===== src/rtl/sysex_seven_bit_packer_macros.svh =====
// assertion macros for the sysex seven-bit packer
`ifndef SYSEX_SEVEN_BIT_PACKER_MACROS_SVH
`define SYSEX_SEVEN_BIT_PACKER_MACROS_SVH

// same-cycle implication, sampled on clk, off during rst
`define SSP_ASSERT_NOW(label, ante, cons, msg) \
  label: assert property (@(posedge clk) disable iff (rst) (ante) |-> (cons)) \
    else $error(msg);

// next-cycle implication, sampled on clk, off during rst
`define SSP_ASSERT_NEXT(label, ante, cons, msg) \
  label: assert property (@(posedge clk) disable iff (rst) (ante) |=> (cons)) \
    else $error(msg);

`endif


===== src/rtl/ssp_pkg.sv =====
// shared types and constants of the sysex seven-bit packer
package ssp_pkg;

  localparam int GROUP_SIZE     = 7;
  localparam int BYTE_W         = 8;
  localparam int SEPT_W         = 7;
  localparam int FILL_W         = 3;
  localparam int LIMIT_W        = 20;
  localparam int TOTAL_W        = 20;
  localparam int COUNT_BITS_DEF = 20;
  localparam logic [LIMIT_W-1:0] LIMIT_RESET = {LIMIT_W{1'b1}};

  localparam int QUEUE_DEPTH = 2;
  localparam int QPTR_W      = $clog2(QUEUE_DEPTH);
  localparam int QCNT_W      = $clog2(QUEUE_DEPTH + 1);

  localparam logic KIND_SEPTET = 1'b0;
  localparam logic KIND_DONE   = 1'b1;

  // one packed group, or a bare end of stream
  typedef struct packed {
    logic [GROUP_SIZE-1:0][SEPT_W-1:0] low;
    logic [SEPT_W-1:0]                 hdr;
    logic [FILL_W-1:0]                 n;
    logic                              emit;
    logic                              done;
    logic [TOTAL_W-1:0]                total;
  } ssp_job_t;

  typedef struct packed {
    logic              full;
    logic              empty;
    logic [QCNT_W-1:0] count;
  } ssp_q_stat_t;

endpackage


===== src/rtl/ssp_ifs.sv =====
// valid/ready channel interfaces for source bytes and packed items
interface ssp_in_if;
  logic       valid;
  logic       ready;
  logic [7:0] data_byte;
  logic       last_byte;

  modport source (output valid, output data_byte, output last_byte, input ready);
  modport sink (input valid, input data_byte, input last_byte, output ready);
endinterface

interface ssp_out_if;
  logic        valid;
  logic        ready;
  logic        item_kind;
  logic [6:0]  septet;
  logic [19:0] total_count;
  logic        last_of_run;

  modport source (output valid, output item_kind, output septet, output total_count,
                  output last_of_run, input ready);
  modport sink (input valid, input item_kind, input septet, input total_count,
                input last_of_run, output ready);
endinterface


===== src/rtl/ssp_queue.sv =====
// short job queue between the byte front end and the item back end
module ssp_queue import ssp_pkg::*; (
  input  logic        clk,
  input  logic        rst,
  input  logic        push,
  input  ssp_job_t    job_in,
  input  logic        pop,
  output ssp_job_t    job_out,
  output ssp_q_stat_t stat
);

  ssp_job_t          slots [QUEUE_DEPTH];
  logic [QPTR_W-1:0] wr_ptr;
  logic [QPTR_W-1:0] rd_ptr;
  logic [QCNT_W-1:0] count;

  assign stat.full  = (count == QCNT_W'(QUEUE_DEPTH));
  assign stat.empty = (count == '0);
  assign stat.count = count;
  assign job_out    = slots[rd_ptr];

  always_ff @(posedge clk) begin
    if (push) begin
      slots[wr_ptr] <= job_in;
    end
  end

  always_ff @(posedge clk) begin
    if (rst) begin
      wr_ptr <= '0;
      rd_ptr <= '0;
      count  <= '0;
    end else begin
      if (push) begin
        wr_ptr <= (wr_ptr == QPTR_W'(QUEUE_DEPTH - 1)) ? '0 : QPTR_W'(wr_ptr + 1'b1);
      end
      if (pop) begin
        rd_ptr <= (rd_ptr == QPTR_W'(QUEUE_DEPTH - 1)) ? '0 : QPTR_W'(rd_ptr + 1'b1);
      end
      if (push && !pop) begin
        count <= QCNT_W'(count + 1'b1);
      end else if (pop && !push) begin
        count <= QCNT_W'(count - 1'b1);
      end
    end
  end

endmodule


===== src/rtl/ssp_front.sv =====
// front end: gathers bytes into groups, checks the limit, queues jobs
module ssp_front import ssp_pkg::*; #(
  parameter int COUNT_BITS = COUNT_BITS_DEF
) (
  input  logic               clk,
  input  logic               rst,
  ssp_in_if.sink             byte_in,
  input  logic [LIMIT_W-1:0] output_limit,
  input  logic               q_full,
  output logic               push,
  output ssp_job_t           job
);

  localparam int WIDE = ((COUNT_BITS > LIMIT_W) ? COUNT_BITS : LIMIT_W) + 1;
  localparam logic [WIDE-1:0] CMAX = {{(WIDE - COUNT_BITS){1'b0}}, {COUNT_BITS{1'b1}}};

  logic [GROUP_SIZE-1:0][BYTE_W-1:0] grp;
  logic [FILL_W-1:0]                 fill;
  logic [COUNT_BITS-1:0]             emitted;
  logic                              ovf;

  logic                              acc;
  logic                              complete;
  logic [FILL_W-1:0]                 n;
  logic [GROUP_SIZE-1:0][BYTE_W-1:0] cur;
  logic [WIDE-1:0]                   lim_w;
  logic [WIDE-1:0]                   lim_eff;
  logic [WIDE-1:0]                   sum;
  logic                              fits;
  logic [COUNT_BITS-1:0]             emitted_next;
  logic [WIDE-1:0]                   total_w;

  assign byte_in.ready = !q_full;
  assign acc      = byte_in.valid && byte_in.ready;
  assign complete = (fill == FILL_W'(GROUP_SIZE - 1)) || byte_in.last_byte;
  assign n        = FILL_W'(fill + 1'b1);

  assign lim_w        = WIDE'(output_limit);
  assign lim_eff      = (lim_w < CMAX) ? lim_w : CMAX;
  assign sum          = WIDE'(emitted) + WIDE'(n) + WIDE'(1);
  assign fits         = !ovf && (sum <= lim_eff);
  assign emitted_next = fits ? sum[COUNT_BITS-1:0] : emitted;
  assign total_w      = WIDE'(emitted_next);

  always_comb begin
    for (int j = 0; j < GROUP_SIZE; j++) begin
      cur[j]     = (FILL_W'(j) == fill) ? byte_in.data_byte : grp[j];
      job.low[j] = cur[j][SEPT_W-1:0];
      job.hdr[j] = cur[j][BYTE_W-1] && (FILL_W'(j) <= fill);
    end
    job.n     = n;
    job.emit  = fits;
    job.done  = byte_in.last_byte;
    job.total = total_w[TOTAL_W-1:0];
  end

  assign push = acc && complete && (fits || byte_in.last_byte);

  always_ff @(posedge clk) begin
    if (acc && !complete) begin
      grp[fill] <= byte_in.data_byte;
    end
  end

  always_ff @(posedge clk) begin
    if (rst) begin
      fill    <= '0;
      emitted <= '0;
      ovf     <= 1'b0;
    end else if (acc) begin
      if (!complete) begin
        fill <= n;
      end else begin
        fill <= '0;
        if (byte_in.last_byte) begin
          emitted <= '0;
          ovf     <= 1'b0;
        end else begin
          emitted <= emitted_next;
          if (!fits) begin
            ovf <= 1'b1;
          end
        end
      end
    end
  end

endmodule


===== src/rtl/ssp_back.sv =====
// back end: walks a queued job and sends header, septets and done item
module ssp_back import ssp_pkg::*; (
  input  logic     clk,
  input  logic     rst,
  input  logic     q_empty,
  input  ssp_job_t head,
  output logic     pop,
  ssp_out_if.source item_out
);

  localparam logic [1:0] S_HDR  = 2'd0;
  localparam logic [1:0] S_DATA = 2'd1;
  localparam logic [1:0] S_DONE = 2'd2;

  logic [1:0]        st;
  logic [1:0]        st_next;
  logic [FILL_W-1:0] idx;
  logic [FILL_W-1:0] idx_next;

  logic               load;
  logic               pop_item;
  logic               o_kind;
  logic [SEPT_W-1:0]  o_sept;
  logic [TOTAL_W-1:0] o_total;
  logic               o_last;

  assign load = !q_empty && (!item_out.valid || item_out.ready);
  assign pop  = load && pop_item;

  always_comb begin
    st_next  = st;
    idx_next = idx;
    pop_item = 1'b0;
    o_kind   = KIND_DONE;
    o_sept   = '0;
    o_total  = head.total;
    o_last   = 1'b1;
    case (st)
      S_HDR: begin
        if (head.emit) begin
          o_kind   = KIND_SEPTET;
          o_sept   = head.hdr;
          o_total  = '0;
          o_last   = 1'b0;
          st_next  = S_DATA;
          idx_next = '0;
        end else begin
          pop_item = 1'b1;
        end
      end
      S_DATA: begin
        o_kind  = KIND_SEPTET;
        o_sept  = head.low[idx];
        o_total = '0;
        o_last  = 1'b0;
        if (idx == FILL_W'(head.n - 1'b1)) begin
          if (head.done) begin
            st_next = S_DONE;
          end else begin
            o_last   = 1'b1;
            pop_item = 1'b1;
            st_next  = S_HDR;
          end
        end else begin
          idx_next = FILL_W'(idx + 1'b1);
        end
      end
      S_DONE: begin
        pop_item = 1'b1;
        st_next  = S_HDR;
      end
      default: begin
        st_next = S_HDR;
      end
    endcase
  end

  always_ff @(posedge clk) begin
    if (rst) begin
      st             <= S_HDR;
      idx            <= '0;
      item_out.valid <= 1'b0;
    end else begin
      if (load) begin
        st             <= st_next;
        idx            <= idx_next;
        item_out.valid <= 1'b1;
      end else if (item_out.ready) begin
        item_out.valid <= 1'b0;
      end
    end
  end

  always_ff @(posedge clk) begin
    if (load) begin
      item_out.item_kind   <= o_kind;
      item_out.septet      <= o_sept;
      item_out.total_count <= o_total;
      item_out.last_of_run <= o_last;
    end
  end

endmodule


===== src/rtl/sysex_seven_bit_packer.sv =====
// top level of the sysex seven-bit packer
//
// byte_in takes one source byte per transfer, with last_byte on the final
// byte of a stream. item_out sends one item per transfer: septet items
// (a header whose bit j is the top bit of byte j, then the low seven bits of
// each byte) and, after a stream's last byte, a done item with the count.
// cfg_wr_en/cfg_wr_data write the output limit; the user must write it only
// while the block is idle, which the block does not enforce. the first item
// caused by a byte passes the job queue and the output register; bytes that
// close no group cause no item. throughput: the front end takes one byte per
// cycle while its two-entry job queue has room; the back end sends one item
// per cycle, so a full group of seven bytes gives eight items, plus one for
// a done item. a stalled receiver holds the output register, the back end
// waits, the queue fills, and byte_in.ready then drops until a job leaves
// the queue. reset empties the queue and output, clears the group and stream
// count, and sets the output limit to its largest value.
`include "sysex_seven_bit_packer_macros.svh"

module sysex_seven_bit_packer import ssp_pkg::*; #(
  parameter int COUNT_BITS = COUNT_BITS_DEF
) (
  input  logic               clk,
  input  logic               rst,
  ssp_in_if.sink             byte_in,
  ssp_out_if.source          item_out,
  input  logic               cfg_wr_en,
  input  logic [LIMIT_W-1:0] cfg_wr_data
);

  logic [LIMIT_W-1:0] output_limit;
  logic               q_push;
  logic               q_pop;
  ssp_job_t           job_in;
  ssp_job_t           job_head;
  ssp_q_stat_t        q_stat;
  logic               item_pad_ok;

  always_ff @(posedge clk) begin
    if (rst) begin
      output_limit <= LIMIT_RESET;
    end else if (cfg_wr_en) begin
      output_limit <= cfg_wr_data;
    end
  end

  ssp_front #(
    .COUNT_BITS (COUNT_BITS)
  ) u_front (
    .clk          (clk),
    .rst          (rst),
    .byte_in      (byte_in),
    .output_limit (output_limit),
    .q_full       (q_stat.full),
    .push         (q_push),
    .job          (job_in)
  );

  ssp_queue u_queue (
    .clk     (clk),
    .rst     (rst),
    .push    (q_push),
    .job_in  (job_in),
    .pop     (q_pop),
    .job_out (job_head),
    .stat    (q_stat)
  );

  ssp_back u_back (
    .clk      (clk),
    .rst      (rst),
    .q_empty  (q_stat.empty),
    .head     (job_head),
    .pop      (q_pop),
    .item_out (item_out)
  );

  assign item_pad_ok = (item_out.item_kind == KIND_DONE) ? (item_out.septet == '0)
                                                          : (item_out.total_count == '0);

  `SSP_ASSERT_NOW(a_no_push_full, q_push && !q_pop, !q_stat.full, "job pushed into full queue")
  `SSP_ASSERT_NOW(a_count_bound, 1'b1, q_stat.count <= QCNT_W'(QUEUE_DEPTH), "queue overrun")
  `SSP_ASSERT_NOW(a_item_fields, item_out.valid, item_pad_ok, "unused item field not zero")
  `SSP_ASSERT_NEXT(a_drain_empty, q_pop && !q_push && (q_stat.count == QCNT_W'(1)), q_stat.empty, "queue not empty after last pop")

endmodule

===== src/flat_wrapper.sv =====
// flat-port wrapper written by rule: the top's interface ports become plain ports
module sysex_seven_bit_packer_flat import ssp_pkg::*;
#(
  parameter int COUNT_BITS = COUNT_BITS_DEF
)
  (clk, rst, cfg_wr_en, cfg_wr_data, byte_in_valid, byte_in_data_byte, byte_in_last_byte, byte_in_ready, item_out_valid, item_out_item_kind, item_out_septet, item_out_total_count, item_out_last_of_run, item_out_ready);
  ssp_in_if byte_in_i ();
  ssp_out_if item_out_i ();
  input  logic clk;
  input  logic rst;
  input  logic cfg_wr_en;
  input  logic [LIMIT_W-1:0] cfg_wr_data;
  input wire logic [$bits(byte_in_i.valid)-1:0] byte_in_valid;
  input wire logic [$bits(byte_in_i.data_byte)-1:0] byte_in_data_byte;
  input wire logic [$bits(byte_in_i.last_byte)-1:0] byte_in_last_byte;
  output wire logic [$bits(byte_in_i.ready)-1:0] byte_in_ready;
  output wire logic [$bits(item_out_i.valid)-1:0] item_out_valid;
  output wire logic [$bits(item_out_i.item_kind)-1:0] item_out_item_kind;
  output wire logic [$bits(item_out_i.septet)-1:0] item_out_septet;
  output wire logic [$bits(item_out_i.total_count)-1:0] item_out_total_count;
  output wire logic [$bits(item_out_i.last_of_run)-1:0] item_out_last_of_run;
  input wire logic [$bits(item_out_i.ready)-1:0] item_out_ready;
  assign byte_in_i.valid = byte_in_valid;
  assign byte_in_i.data_byte = byte_in_data_byte;
  assign byte_in_i.last_byte = byte_in_last_byte;
  assign byte_in_ready = byte_in_i.ready;
  assign item_out_valid = item_out_i.valid;
  assign item_out_item_kind = item_out_i.item_kind;
  assign item_out_septet = item_out_i.septet;
  assign item_out_total_count = item_out_i.total_count;
  assign item_out_last_of_run = item_out_i.last_of_run;
  assign item_out_i.ready = item_out_ready;
  sysex_seven_bit_packer #(.COUNT_BITS(COUNT_BITS)) u_core (.clk(clk), .rst(rst), .byte_in(byte_in_i), .item_out(item_out_i), .cfg_wr_en(cfg_wr_en), .cfg_wr_data(cfg_wr_data));
endmodule

===== config.mk =====
export PLATFORM = sky130hd
export DESIGN_NAME = sysex_seven_bit_packer_flat
export DESIGN_NICKNAME = d
export VERILOG_FILES = /design/src/rtl/ssp_pkg.sv /design/src/rtl/ssp_ifs.sv /design/src/rtl/ssp_queue.sv /design/src/rtl/ssp_front.sv /design/src/rtl/ssp_back.sv /design/src/rtl/sysex_seven_bit_packer.sv /design/src/flat_wrapper.sv
export VERILOG_INCLUDE_DIRS = /design/src /design/src/rtl
export SDC_FILE = /design/constraint.sdc
export NUM_CORES = 1
export LEC_CHECK = 0
export CORE_UTILIZATION = 55
export DETAILED_ROUTE_END_ITERATION = 8
export DONT_BUFFER_PORTS = 1
export PLACE_DENSITY = 0.83
export SLEW_MARGIN = 20
export SYNTH_ARGS = -nofsm -noshare
export SYNTH_HDL_FRONTEND = slang
export SYNTH_SLANG_ARGS = --single-unit

===== constraint.sdc =====
create_clock -name clk -period 7.6 [get_ports clk]
set_input_delay 0.38 -clock clk [delete_from_list [all_inputs] [get_ports clk]]
set_output_delay 0.38 -clock clk [all_outputs]
set_load 0.1 [all_outputs]

# == Yosys cells after proc, flatten, opt, wreduce, memory -nomap -nowiden ==
# Memories as Yosys holds them, arrays and structs flattened. A register that Yosys moved wholly into a read port is not among the register bits.
# Cells that the tools add are included.
# totals
reg_bits,139
latch_bits,0
ram_bits,162
mem_bits_ro,0
inputBits,34
elab_cells,140
mem_count,1
# memory_table
memory,depth,word_bits,read_ports,rd_ports_with_merged_regs,write_ports,line_no,text
u_core.u_queue.slots,2,81,1,1,1,ssp_queue.sv:12,ssp_job_t slots [QUEUE_DEPTH];
# classes
add_sub_neg,9
multipliers,0
n_div,0
magnitude_cmp,12
n_eq_ne,15
shift,0
n_mux,45
n_bitwise,0
reduce_logical,37
# ops
cell,n
20-bit two-way mux,4
8-bit two-way mux,8
56-bit bitwise mux,1
20-bit case mux with 2 select lines,1
8-bit demux with 3-bit select,1
20-bit by 3-bit adder with 21-bit output,1
21-bit by 1-bit adder with 21-bit output (second input constant),1
7-bit binary-select mux with 3-bit select,1
21-bit by 20-bit <= comparator with 1-bit output,1
20-bit less-than comparator (second input constant),1
1-bit logical AND,17
7-bit two-way mux,2
7-bit case mux with 2 select lines,1
1-bit two-way mux,13
2-bit two-way mux,5
3-bit == test (first input constant),3
3-bit <= comparator (first input constant),3
3-bit two-way mux,3
3-bit by 4-bit less-than comparator with 1-bit output (second input constant),2
1-bit logical NOT,7
3-bit by 1-bit adder with 3-bit output (second input constant),2
2-bit by 3-bit == test with 1-bit output (first input constant),2
1-bit by 3-bit <= comparator with 1-bit output (first input constant),2
2-bit by 3-bit <= comparator with 1-bit output (first input constant),2
23 further kinds,34

# == Logic depth before layout (Yosys ltp) ==
# depth
ltp_word,11
ltp_mapped,20

# == Cells and area by module ==
# Synthesis repeated with hierarchy kept, for this count alone.
# hier_totals
hier_cells,1018
hier_area_um2,13933.4
# by_module_without_submodules
module,n_inst,cells_each,area_each_um2
ssp_queue,1,274,6082.1
ssp_front,1,524,5246.3
ssp_back,1,154,1855.5
sysex_seven_bit_packer,1,66,749.5

# == Worst setup path before layout ==
# Ideal clock, no wire load.
# synth_timing
path_kind,register to register
startpoint,register u_core.u_front.fill[1]
endpoint,"memory u_core.u_queue.slots[0][0] (netlist name), enable pin"
setup_time_ns,0.530
arrival_ns,7.749
t_required_ns,7.070
slack_ns,-0.679
stages_incl_launch_ff,18
path_cell_list,dfxtp_1 inv_1 ha_1 inv_1 fa_1 nor2b_1 o2111ai_4 or2_1 clkbuf_1 nor2_1 xor2_1 ha_1 nand4_2 or4_4 nor4_4 a211oi_2 o41ai_4 nor2b_1
# synth_rtl
element,line_no,text
start: declaration,ssp_front.sv:18,logic [FILL_W-1:0] fill;
start signal: assignment,ssp_front.sv:72,fill <= n;
end: declaration,ssp_queue.sv:12,

==> qor.csv <==
metric,value,unit
status,finished clean,
share of layout cells above drive strength 1,0.147,
CTS tree,done,
DR WL/cell,21.4,um
switch share,0.341,
crit path launch,u_core.u_front.fill[1],
Final Net Count,1064,
r2r setup slk,1180,ps
crit path capture,u_core.u_queue.slots[0][14],
mean post-synth cell area,13.6,sq um
Slew headroom,0.296,
placed cell area,13700,sq um
Worst-path clk slew,60,ps
Die Y,158,um
crit path max fanout,25,
"Period Utilization, post-route",0.845,
"most common cell after layout, fill and taps aside",edfxtp_1,
required time worst endpoint,7810,ps
Ys Warns,0,
Pre-antenna DRT Iters,7,
Core Area,23700,sq um
measured slew at the worst slew-check pin,1050,ps
#FFs+latches synth,302,
Antenna Nets Post-Route,0,
max-cap violations,0,
clock latency on the worst-skew pair,550,ps
drc violations,0,
crit path DAT,6630,ps
fmax,156,MHz
power share of the clock group,0.296,
post-route cell area,14900,sq um
final wirelength,28700,um
DRT iter0 DRCs,777,
setup_tns,0,ps
"Slew Viols, Final",0,
vias in the first global route,7818,
number of antenna violations at the first check in global routing,0,
final setup fails,0,
Syn Nets,1048,
"Min Clock Period, post-route",6420,ps
Lkg Pwr,5.15,nW
post-synthesis instance total,984,
H-Tree Depth,1,
first-pass GRT wire length,43600,um
io pins,65,
I/O Buffers,0,
Post-synth top flop,edfxtp_1,
maximum root-to-sink buffer count,3,
r2r endpoint,u_core.u_queue.slots[0][14],
most frequent cells in the layout,"247 x edfxtp_1, 71 x nand2_1, 60 x nor2_1, 54 x dfxtp_1, 51 x mux2_2",
largest net degree at the start of global routing,82,
Die X,158,um
"Cell Area, Synth",13400,sq um
Final Hold Vio Count,0,
Max VDD drop,0.183,mV
Crit Path Class,register to register,
clock sinks,302,
all-layer global routing usage,0.232,
Seq pwr share,0.574,
Hold Path Class,primary input to register,
antenna cell count,0,
RSZ-0062 raised after global routing,no,
Switch Pwr,1.57,mW
Root Buffer,clkbuf_16,
die area,25000,sq um
Cell Rows,56,
CTS Buf Count,29,
DP Wirelength,17600,um
R2R cell count,17,
Int Pwr,3.04,mW
Post-synth ARST share,0,
Vias,8101,
via/cell ratio,6.05,
Initial Utilization,0.567,
Worst Hold Launch,byte_in_last_byte,
RR Startpoint,u_core.u_front.fill[1],
crit end category,register,
number of synthesized flops with an enable pin,247,
Logic pwr share,0.131,
grt total ovfl,0,
skew final,14.5,ps
routability congestion estimate from global placement,0.916,
critical path launch point type,register,
Synth cell types,70,
sequential fraction of the synthesis area,0.635,
Power Density,309,nW/um^2
Area Overhead vs Synth,11.2,%
## cell type report
type	instances	area, sq um
inverters	46	173
well taps	319	399
clock buffers	41	781
flip-flops and latches	302	8520
repair buffers	48	483
clock inverters	9	98.8
fillers	1724	8750
multi-input cells	573	4470
## worst min path at each step
stage                                      end  slack, ps  depth (start not counted)
floorplan               u_core.output_limit[0]        440                          2
global placement            u_core.u_front.ovf        460                          1
detailed placement          u_core.u_front.ovf        460                          1
CTS                 u_core.u_front.emitted[13]         30                          2
global route        u_core.u_front.emitted[13]         40                          2
finish              u_core.u_front.emitted[13]         50                          2
## power groups by stage
stage                     clock [mW]  sequential (mW)  combinational, mW
after floorplan                    0             2.66              0.440
after global placement             0             2.68              0.564
after detailed placement           0             2.69              0.578
after CTS                       1.38             2.65              0.606
after global routing            1.44             2.67              0.656
final                           1.36             2.65              0.603
## registers in the layout (all words and copies together), names as in the netlist, 3 cells and up, named ones only
register and flops:
u_core.u_front.grp 56, u_core.u_back.idx 3, u_core.u_back.item_out.septet 7, u_core.u_queue.slots 162, u_core.u_front.fill 3, u_core.u_back.item_out.total_count 20, u_core.output_limit 20, u_core.u_front.emitted 20
## synthesized netlist by cell type (8+ instances only)
| cell type | number | share of area |
|---|---|---|
| edfxtp_1 | 247 | 0.55 |
| nand2_1 | 71 | 0.020 |
| nor2_1 | 60 | 0.017 |
| dfxtp_1 | 55 | 0.082 |
| mux2_2 | 51 | 0.043 |
| mux2i_1 | 48 | 0.036 |
| inv_1 | 45 | 0.013 |
| clkbuf_1 | 41 | 0.011 |
| a21oi_1 | 30 | 0.011 |
| ha_1 | 29 | 0.027 |
| o211ai_1 | 26 | 0.015 |
| o21ai_0 | 26 | 0.0097 |
| xnor2_1 | 23 | 0.015 |
| mux4_2 | 21 | 0.035 |
| nand3_1 | 19 | 0.0071 |
| nor3_1 | 19 | 0.0071 |
| xor2_1 | 18 | 0.012 |
| o22ai_1 | 16 | 0.0075 |
| buf_2 | 12 | 0.0045 |
| nor2b_1 | 9 | 0.0042 |
| or3_1 | 9 | 0.0042 |
| nand2b_1 | 8 | 0.0037 |
## critical path: stages, from the launching register on
cell and delay, ps:
dfxtp_1 620, inv_1 210, ha_1 420, inv_1 80
fa_1 440, nor2b_1 310, o2111ai_4 210, or2_1 340
nor2_1 180, xor2_1 100, ha_1 320, nand4_2 140
or4_4 540, nor4_4 300, a211oi_2 100, o41ai_4 550
nor2b_4 790, buf_4 430
## per-stage QoR
| step | std cells | hold slack [ps] | setup WS [ps] | utilization | power (mW) |
|---|---|---|---|---|---|
| 2_1_floorplan | 984 | 440 | 859 | - | 3.10 |
| 3_3_place_gp | 1255 | 457 | 1490 | 0.578 | 3.24 |
| 3_5_place_dp | 1255 | 457 | 1250 | 0.578 | 3.26 |
| 4_1_cts | 1337 | 35.0 | 1220 | 0.629 | 4.64 |
| 5_1_grt | 1338 | 44.0 | 862 | 0.630 | 4.77 |
| 6_report | 1338 | 51.6 | 1180 | 0.630 | 4.62 |
## metal layers
layer	part of all wire	wire length, um	GRT usage
met5	0	0	0
met4	0.016	451	0.0504
met3	0.069	1960	0.0271
met2	0.47	13600	0.375
met1	0.44	12600	0.339
## repair_timing
item | in CTS | in global routing
hold buffers | 32 | 0
hold endpoints to repair | 94 | 0
resized for setup | 0 | 0
setup buffers | 0 | 0
## cells by family after synthesis
group | share of synthesized area
flops | 0.635
simple gates | 0.0858
compound gates | 0.0756
mux | 0.115
buf+inv | 0.0327
xor+xnor | 0.0280
fa+ha+maj | 0.0285
Power figures use the tool's default switching activity.
